### src/rtl/core/bdilc_pkg.sv
// Shared types and constants for the base-delta-immediate line size classifier.
// No dependencies; every other file of the block imports this package.
package bdilc_pkg;

    localparam int WORD_W = 64;

    // Encoding codes reported with each line result.
    typedef enum logic [3:0] {
        ENC_ZERO = 4'd0,
        ENC_REP  = 4'd1,
        ENC_B8D1 = 4'd2,
        ENC_B4D1 = 4'd3,
        ENC_B8D2 = 4'd4,
        ENC_B2D1 = 4'd5,
        ENC_B4D2 = 4'd6,
        ENC_B8D4 = 4'd7,
        ENC_NONE = 4'd8
    } t_encoding;

    // Fail flags of the six base-delta modes, in priority order.
    typedef struct packed {
        logic b8d1;
        logic b4d1;
        logic b8d2;
        logic b2d1;
        logic b4d2;
        logic b8d4;
    } t_mode_flags;

    // Line-level summary handed from the datapath to the encoder.
    typedef struct packed {
        logic        any_nonzero;
        logic        repeat_failed;
        t_mode_flags mode_failed;
    } t_line_status;

    localparam int SIZE_W = 7;
    localparam int SIZE_MAX = 127;

endpackage

### src/rtl/core/bdilc_mode_lane.sv
// One base-delta mode: base register, base valid and fail flags, and the
// segment checks of one word. Depends on bdilc_pkg.
module bdilc_mode_lane #(
    parameter int SEG_W   = 16,
    parameter int NSEG    = 4,
    parameter int DELTA_W = 8
) (
    input  logic                     i_clk,
    input  logic                     i_rst_n,
    input  logic                     i_advance,
    input  logic                     i_clear,
    input  logic [bdilc_pkg::WORD_W-1:0] i_word,
    output logic                     o_failed_next
);
    import bdilc_pkg::*;

    logic [SEG_W-1:0] r_base;
    logic             r_base_valid;
    logic             r_failed;
    logic [SEG_W-1:0] n_base;
    logic             n_base_valid;
    logic             n_failed;

    // Segments are checked from the most significant one down; a segment
    // above the immediate limit may set the base that later segments use.
    always_comb begin
        logic [SEG_W-1:0] seg;
        logic [SEG_W-1:0] diff;
        n_base       = r_base;
        n_base_valid = r_base_valid;
        n_failed     = r_failed;
        seg          = '0;
        diff         = '0;
        for (int k = 0; k < NSEG; k++) begin
            seg = i_word[SEG_W*(NSEG-1-k) +: SEG_W];
            if (!n_failed && (|seg[SEG_W-1:DELTA_W])) begin
                if (!n_base_valid) begin
                    n_base_valid = 1'b1;
                    n_base       = seg;
                end
                diff = (seg >= n_base) ? (seg - n_base) : (n_base - seg);
                if (|diff[SEG_W-1:DELTA_W]) begin
                    n_failed = 1'b1;
                end
            end
        end
    end

    assign o_failed_next = n_failed;

    always_ff @(posedge i_clk) begin
        if (!i_rst_n) begin
            r_base_valid <= 1'b0;
            r_failed     <= 1'b0;
        end else if (i_advance) begin
            r_base_valid <= i_clear ? 1'b0 : n_base_valid;
            r_failed     <= i_clear ? 1'b0 : n_failed;
        end
    end

    always_ff @(posedge i_clk) begin
        if (i_advance) begin
            r_base <= n_base;
        end
    end

endmodule

### src/rtl/core/bdilc_encoder.sv
// Picks the first encoding that succeeds for a finished line and its size.
// Depends on bdilc_pkg.
module bdilc_encoder #(
    parameter int WORDS      = 8,
    parameter int LINE_BYTES = 64
) (
    input  bdilc_pkg::t_line_status      i_status,
    output logic [bdilc_pkg::SIZE_W-1:0] o_size,
    output bdilc_pkg::t_encoding         o_encoding
);
    import bdilc_pkg::*;

    localparam int SZ_ZERO_I = 1;
    localparam int SZ_REP_I  = 8;
    localparam int SZ_B8D1_I = 8 + WORDS;
    localparam int SZ_B4D1_I = 4 + 2 * WORDS;
    localparam int SZ_B8D2_I = 8 + 2 * WORDS;
    localparam int SZ_B2D1_I = 2 + 4 * WORDS;
    localparam int SZ_B4D2_I = 4 + 4 * WORDS;
    localparam int SZ_B8D4_I = 8 + 4 * WORDS;
    localparam int SZ_NONE_I = LINE_BYTES;

    // Sizes above the field range saturate.
    localparam logic [SIZE_W-1:0] SZ_ZERO = SIZE_W'(SZ_ZERO_I);
    localparam logic [SIZE_W-1:0] SZ_REP  = SIZE_W'(SZ_REP_I);
    localparam logic [SIZE_W-1:0] SZ_B8D1 =
        SIZE_W'((SZ_B8D1_I > SIZE_MAX) ? SIZE_MAX : SZ_B8D1_I);
    localparam logic [SIZE_W-1:0] SZ_B4D1 =
        SIZE_W'((SZ_B4D1_I > SIZE_MAX) ? SIZE_MAX : SZ_B4D1_I);
    localparam logic [SIZE_W-1:0] SZ_B8D2 =
        SIZE_W'((SZ_B8D2_I > SIZE_MAX) ? SIZE_MAX : SZ_B8D2_I);
    localparam logic [SIZE_W-1:0] SZ_B2D1 =
        SIZE_W'((SZ_B2D1_I > SIZE_MAX) ? SIZE_MAX : SZ_B2D1_I);
    localparam logic [SIZE_W-1:0] SZ_B4D2 =
        SIZE_W'((SZ_B4D2_I > SIZE_MAX) ? SIZE_MAX : SZ_B4D2_I);
    localparam logic [SIZE_W-1:0] SZ_B8D4 =
        SIZE_W'((SZ_B8D4_I > SIZE_MAX) ? SIZE_MAX : SZ_B8D4_I);
    localparam logic [SIZE_W-1:0] SZ_NONE =
        SIZE_W'((SZ_NONE_I > SIZE_MAX) ? SIZE_MAX : SZ_NONE_I);

    always_comb begin
        priority if (!i_status.any_nonzero) begin
            o_size = SZ_ZERO;  o_encoding = ENC_ZERO;
        end else if (!i_status.repeat_failed) begin
            o_size = SZ_REP;   o_encoding = ENC_REP;
        end else if (!i_status.mode_failed.b8d1) begin
            o_size = SZ_B8D1;  o_encoding = ENC_B8D1;
        end else if (!i_status.mode_failed.b4d1) begin
            o_size = SZ_B4D1;  o_encoding = ENC_B4D1;
        end else if (!i_status.mode_failed.b8d2) begin
            o_size = SZ_B8D2;  o_encoding = ENC_B8D2;
        end else if (!i_status.mode_failed.b2d1) begin
            o_size = SZ_B2D1;  o_encoding = ENC_B2D1;
        end else if (!i_status.mode_failed.b4d2) begin
            o_size = SZ_B4D2;  o_encoding = ENC_B4D2;
        end else if (!i_status.mode_failed.b8d4) begin
            o_size = SZ_B8D4;  o_encoding = ENC_B8D4;
        end else begin
            o_size = SZ_NONE;  o_encoding = ENC_NONE;
        end
    end

endmodule

### src/rtl/core/bdi_line_size_classifier.sv
// Top level of the base-delta-immediate line size classifier.
// Depends on bdilc_pkg, bdilc_mode_lane and bdilc_encoder.
//
// Usage: a cache line arrives on the slave stream as LINE_BYTES/8 words of
// 64 bits, one word per item, first line byte in tdata[63:56]. There is no
// framing input: the block counts words and the last word of each line
// closes it. For every line one result item leaves on the master stream
// carrying the compressed size and the encoding that was chosen.
// Throughput is one word per cycle unless a stall holds the input register. Each
// word goes through the input register, where the six mode lanes and the zero and
// repeat trackers update; when the last word of a line leaves it, the result is
// loaded into the output register, which drives o_m_axis_tvalid, and waits there
// until the receiver takes it.
// The output register lets the next line's words keep flowing while a result
// waits; only a last word that finds the previous result still untaken waits
// in the input register, and then o_s_axis_tready drops until the receiver
// takes the result.
// Reset (synchronous, active low) empties both registers and starts a new
// line; no clearing pass is needed.
module bdi_line_size_classifier #(
    parameter int LINE_BYTES = 64
) (
    input  logic        i_clk,
    input  logic        i_rst_n,
    input  logic        i_s_axis_tvalid,
    output logic        o_s_axis_tready,
    input  logic [63:0] i_s_axis_tdata,   // [63:0] line_word
    output logic        o_m_axis_tvalid,
    input  logic        i_m_axis_tready,
    output logic [15:0] o_m_axis_tdata    // [6:0] compressed_size, [10:7] encoding
);
    import bdilc_pkg::*;

    localparam int WORDS = ((LINE_BYTES / 8) < 1) ? 1 : (LINE_BYTES / 8);
    localparam int IDX_W = (WORDS > 1) ? $clog2(WORDS) : 1;
    localparam logic [IDX_W-1:0] LAST_IDX = IDX_W'(WORDS - 1);

    logic                r_in_valid;
    logic [WORD_W-1:0]   r_in_word;
    logic [IDX_W-1:0]    r_word_index;
    logic                r_any_nonzero;
    logic                r_repeat_failed;
    logic [WORD_W-1:0]   r_first_word;
    logic                r_out_valid;
    logic [SIZE_W-1:0]   r_out_size;
    t_encoding           r_out_enc;

    logic                is_last;
    logic                advance;
    logic                accept;
    logic                n_any_nonzero;
    logic                n_repeat_failed;
    t_line_status        line_status;
    logic [SIZE_W-1:0]   enc_size;
    t_encoding           enc_code;

    assign is_last = (r_word_index == LAST_IDX);
    // A last word can leave the input register only if the output slot is empty or frees.
    assign advance = r_in_valid && (!is_last || !r_out_valid || i_m_axis_tready);
    assign o_s_axis_tready = !r_in_valid || advance;
    assign accept = i_s_axis_tvalid && o_s_axis_tready;

    assign n_any_nonzero   = r_any_nonzero || (r_in_word != '0);
    assign n_repeat_failed = r_repeat_failed ||
                             ((r_word_index != '0) && (r_in_word != r_first_word));

    assign line_status.any_nonzero   = n_any_nonzero;
    assign line_status.repeat_failed = n_repeat_failed;

    bdilc_mode_lane #(.SEG_W(64), .NSEG(1), .DELTA_W(8)) u_lane_b8d1 (
        .i_clk(i_clk), .i_rst_n(i_rst_n), .i_advance(advance), .i_clear(is_last),
        .i_word(r_in_word), .o_failed_next(line_status.mode_failed.b8d1)
    );
    bdilc_mode_lane #(.SEG_W(32), .NSEG(2), .DELTA_W(8)) u_lane_b4d1 (
        .i_clk(i_clk), .i_rst_n(i_rst_n), .i_advance(advance), .i_clear(is_last),
        .i_word(r_in_word), .o_failed_next(line_status.mode_failed.b4d1)
    );
    bdilc_mode_lane #(.SEG_W(64), .NSEG(1), .DELTA_W(16)) u_lane_b8d2 (
        .i_clk(i_clk), .i_rst_n(i_rst_n), .i_advance(advance), .i_clear(is_last),
        .i_word(r_in_word), .o_failed_next(line_status.mode_failed.b8d2)
    );
    bdilc_mode_lane #(.SEG_W(16), .NSEG(4), .DELTA_W(8)) u_lane_b2d1 (
        .i_clk(i_clk), .i_rst_n(i_rst_n), .i_advance(advance), .i_clear(is_last),
        .i_word(r_in_word), .o_failed_next(line_status.mode_failed.b2d1)
    );
    bdilc_mode_lane #(.SEG_W(32), .NSEG(2), .DELTA_W(16)) u_lane_b4d2 (
        .i_clk(i_clk), .i_rst_n(i_rst_n), .i_advance(advance), .i_clear(is_last),
        .i_word(r_in_word), .o_failed_next(line_status.mode_failed.b4d2)
    );
    bdilc_mode_lane #(.SEG_W(64), .NSEG(1), .DELTA_W(32)) u_lane_b8d4 (
        .i_clk(i_clk), .i_rst_n(i_rst_n), .i_advance(advance), .i_clear(is_last),
        .i_word(r_in_word), .o_failed_next(line_status.mode_failed.b8d4)
    );

    bdilc_encoder #(.WORDS(WORDS), .LINE_BYTES(LINE_BYTES)) u_encoder (
        .i_status(line_status),
        .o_size(enc_size),
        .o_encoding(enc_code)
    );

    // Input register and per-line tracking state.
    always_ff @(posedge i_clk) begin
        if (!i_rst_n) begin
            r_in_valid      <= 1'b0;
            r_word_index    <= '0;
            r_any_nonzero   <= 1'b0;
            r_repeat_failed <= 1'b0;
        end else begin
            if (accept) begin
                r_in_valid <= 1'b1;
            end else if (advance) begin
                r_in_valid <= 1'b0;
            end
            if (advance) begin
                r_word_index    <= is_last ? '0 : r_word_index + 1'b1;
                r_any_nonzero   <= is_last ? 1'b0 : n_any_nonzero;
                r_repeat_failed <= is_last ? 1'b0 : n_repeat_failed;
            end
        end
    end

    always_ff @(posedge i_clk) begin
        if (accept) begin
            r_in_word <= i_s_axis_tdata;
        end
        if (advance && (r_word_index == '0)) begin
            r_first_word <= r_in_word;
        end
    end

    // Output register.
    always_ff @(posedge i_clk) begin
        if (!i_rst_n) begin
            r_out_valid <= 1'b0;
        end else if (advance && is_last) begin
            r_out_valid <= 1'b1;
        end else if (i_m_axis_tready) begin
            r_out_valid <= 1'b0;
        end
    end

    always_ff @(posedge i_clk) begin
        if (advance && is_last) begin
            r_out_size <= enc_size;
            r_out_enc  <= enc_code;
        end
    end

    assign o_m_axis_tvalid = r_out_valid;
    assign o_m_axis_tdata  = {5'b0, 4'(r_out_enc), r_out_size};

endmodule

### config.mk
export PLATFORM = sky130hd
export DESIGN_NAME = bdi_line_size_classifier
export DESIGN_NICKNAME = d
export VERILOG_FILES = /design/src/rtl/core/bdilc_pkg.sv /design/src/rtl/core/bdilc_mode_lane.sv /design/src/rtl/core/bdilc_encoder.sv /design/src/rtl/core/bdi_line_size_classifier.sv
export SDC_FILE = /design/constraint.sdc
export NUM_CORES = 2
export LEC_CHECK = 0
export BUFFER_PORTS_ARGS = -buffer_cell sky130_fd_sc_hd__buf_2
export CAP_MARGIN = 20
export CORE_MARGIN = 2
export CORE_UTILIZATION = 48
export DETAILED_ROUTE_END_ITERATION = 12
export HOLD_SLACK_MARGIN = 0.08
export PLACE_DENSITY = 0.66
export REMOVE_ABC_BUFFERS = 1
export SETUP_SLACK_MARGIN = 0.3
export SLEW_MARGIN = 30
export SYNTH_ARGS = -nofsm -noshare
export SYNTH_HDL_FRONTEND = slang
export SYNTH_SLANG_ARGS = --single-unit
### constraint.sdc
create_clock -name i_clk -period 23.3 [get_ports i_clk]
set_input_delay 5.825 -clock i_clk [delete_from_list [all_inputs] [get_ports i_clk]]
set_output_delay 5.825 -clock i_clk [all_outputs]
set_load 0.005 [all_outputs]
==> metrics <==
Avg Vias per Cell 6.705; Final WS setup between 10 and 15 ns; IO Pins 86; hold depth 2; largest net degree at the start of global routing 98; gr usage total between 40% and 50%; Slew Limit Fails 0; layout cells sized above 1 6.713%; effective utilization at floorplan about half; Post-DP HPWL 204400 um; GRT overflow 0; CTS Buf Count 56; Worst-path clk slew around 0.050 ns; Hold Crit Class flop to flop; post-synthesis sequential area ratio 21.76%; Unique masters post-synth 110; ANT nets after route 0; DR vias 61590; commonest non-fill, non-tap cells in the layout a21oi_1, nand2_1, ha_1, o21ai_0, inv_1; area of the core 0.1203 sq mm; crit path time final 12.42 ns; yosys warns 0; status finished, final reports clean; EDFF count, synth 410; Register-to-Register Path Depth 37; unrepaired setup endpoints after global routing false; period utilization 53.33%; Worst Clk Skew 0.05497 ns; max_cap viols 0; post-CTS setup buffers 0; Die ar. ~0.12 sq mm; Detailed Route Iter0 Violations 8757; routability cong. 1.077; # fillers 11690; FP Rows 127; Worst-Skew Late Latency between 0.7 and 0.8 ns; DRT Pass-1 Iters 9; CP Launch Type input port; non-filler cells in the finished layout 9186; Power Total between 4 and 5 mW; synth-to-layout area growth 7.965%; Leakage 27.83 nW; peak supply drop 0.07409 mV; Yosys reg bits roughly 430; Clock Root Buffer clkbuf_16; WS Path Type input port to output pin; final hold vios 0; final setup fails 0; Cells after DPL 9070; CTS tree built; Routed Wire Length around 270000 um; CTS Sinks between 400 and 500; Total Nets Final 8335; DP Worst Slack about 11 ns; Setup crit end kind output pin; mean area per synthesized cell 7.709 sq um; Post-Syn Instances 7566; clock buffer depth 3; post-route setup TNS 0 ns; initial antenna violation count 13; global-route wire length before repair around 390000 um; Mapped Area 0.05833 sq mm; die width 352.6 um; most common cell after layout, fill and taps aside a21oi_1; Post-CTS Resized 0; vias in the first global route 55300; relative max-transition margin 23.34%; FF/Latch Area 0.01271 sq mm; slew of the pin with the lowest slew margin 1.148 ns; input/output buffers 80; highest clock rate 80.48 MHz; H-Tree Depth 2; WL/cell between 20 and 30 um; Worst EP required 17.48 ns; post-cts hold buffer count 0; Arrival @ worst endpoint 6.60 ns; Multi-input gate area 0.04215 sq mm; die height 352.6 um; Synth Flop Type edfxtp_1; DRC 0; Async SR Flop Fraction 0%; largest fanout on the critical path 4; Power Density 72.83 mW/mm^2
-- layer usage --
layer | vias up | wire length, um | GRT usage [%]
met5 | - | 69 | 0
met4 | 10 | 18550 | 24.11
met3 | 717 | 36390 | 11.83
met2 | 4051 | 105200 | 57.51
met1 | 29180 | 111700 | 57.75
li1 | 27640 | - | -
-- critical path: stages --
cell and delay [ns]:
buf_2 0.10, nor2b_1 0.36, nand3_1 0.15, buf_2 0.16
-- worst paths after layout --
kind / startpoint / to / slack (ns)
min reg2reg: r_word_index[2] / r_word_index[2] / 0.50
max reg2reg: u_lane_b2d1.r_base_valid / r_out_size[3] / 12.41
max: i_m_axis_tready / o_s_axis_tready / 10.88
min: r_word_index[2] / r_word_index[2] / 0.50
-- synth_stat cells, types with 17 or more instances --
cell type | count | area [sq um]
o22ai_1 | 18 | 112.6
or3_1 | 28 | 175.2
edfxtp_1 | 410 | 12310
a211o_1 | 18 | 157.7
a221oi_1 | 29 | 254.0
nand3_1 | 110 | 550.5
and2_1 | 29 | 181.4
o31ai_1 | 33 | 247.7
o21ai_0 | 654 | 3273
xor2_1 | 58 | 508.0
and4_1 | 17 | 148.9
a21o_1 | 418 | 3138
xnor2_1 | 161 | 1410
nor4_1 | 62 | 387.9
a2111oi_0 | 20 | 175.2
nand2b_1 | 54 | 337.8
and3_1 | 37 | 231.5
buf_1 | 29 | 108.9
o21a_1 | 325 | 2440
nand4_1 | 181 | 1132
o211ai_1 | 95 | 713.2
clkbuf_1 | 336 | 1261
ha_1 | 748 | 9359
o21bai_1 | 174 | 1306
inv_1 | 562 | 2110
nor2b_1 | 102 | 638.1
nor3_1 | 88 | 440.4
dfxtp_1 | 19 | 380.4
a21boi_0 | 62 | 465.5
nor2_1 | 414 | 1554
a211oi_1 | 56 | 420.4
a21oi_1 | 841 | 4209
a31oi_1 | 62 | 387.9
mux2i_1 | 167 | 1672
nand2_1 | 804 | 3018
mux2_2 | 27 | 304.0
or2_2 | 21 | 131.4
-- cell type report --
cell class,instances,share of cell area (%)
flip-flops and latches,429,20.18
well taps,1612,3.203
multi-input cells,6181,66.93
inverters,569,3.393
diodes,7,0.02782
repair buffers,282,3.113
clock buffers,68,2.392
clock inverters,38,0.7669
-- metrics by stage --
| stage | util (%) | hold WS, ns | instance area [sq um] |
|---|---|---|---|
| finish | 52.35 | 0.4962 | 62980 |
| global route | 52.34 | 0.5452 | 62960 |
| CTS | 52.29 | 0.4984 | 62900 |
| detailed placement | 50.63 | 0.4896 | 60910 |
| global placement | 50.59 | 0.4642 | 60850 |
| floorplan | - | 0.4557 | 56810 |
-- cells by family after synthesis --
| kind of cell | Yosys count | share of synthesized area [%] |
|---|---|---|
| xor gates and xnor gates | 219 | 3.288 |
| and+or+nand+nor | 2002 | 16.12 |
| buffers and inverters | 960 | 6.289 |
| muxes | 195 | 3.406 |
| other | 1 | 0.006429 |
| adders and majority gates | 748 | 16.04 |
| DFF | 429 | 21.76 |
| AOI/OAI and AO/OA | 3012 | 33.09 |
-- where the power goes --
| part | total [mW] | switching, mW | internal (mW) | leakage [nW] |
|---|---|---|---|---|
| Combinational | 2.68 | 1.78 | 0.898 | 22.8 |
| Sequential | 0.937 | 0.0273 | 0.909 | 4.03 |
| Clock | 0.969 | 0.424 | 0.545 | 0.967 |
| Total | 4.59 | 2.23 | 2.35 | 27.8 |
-- sequential cells by signal, summed over array words and instances (netlist names), 3 cells and up --
register	flops
r_first_word	64
r_in_word	64
r_out_enc	3
r_out_size	7
r_word_index	3
u_lane_b2d1.r_base	16
u_lane_b4d1.r_base	32
u_lane_b4d2.r_base	32
u_lane_b8d1.r_base	64
u_lane_b8d2.r_base	64
u_lane_b8d4.r_base	64
Power figures use the tool's default switching activity.
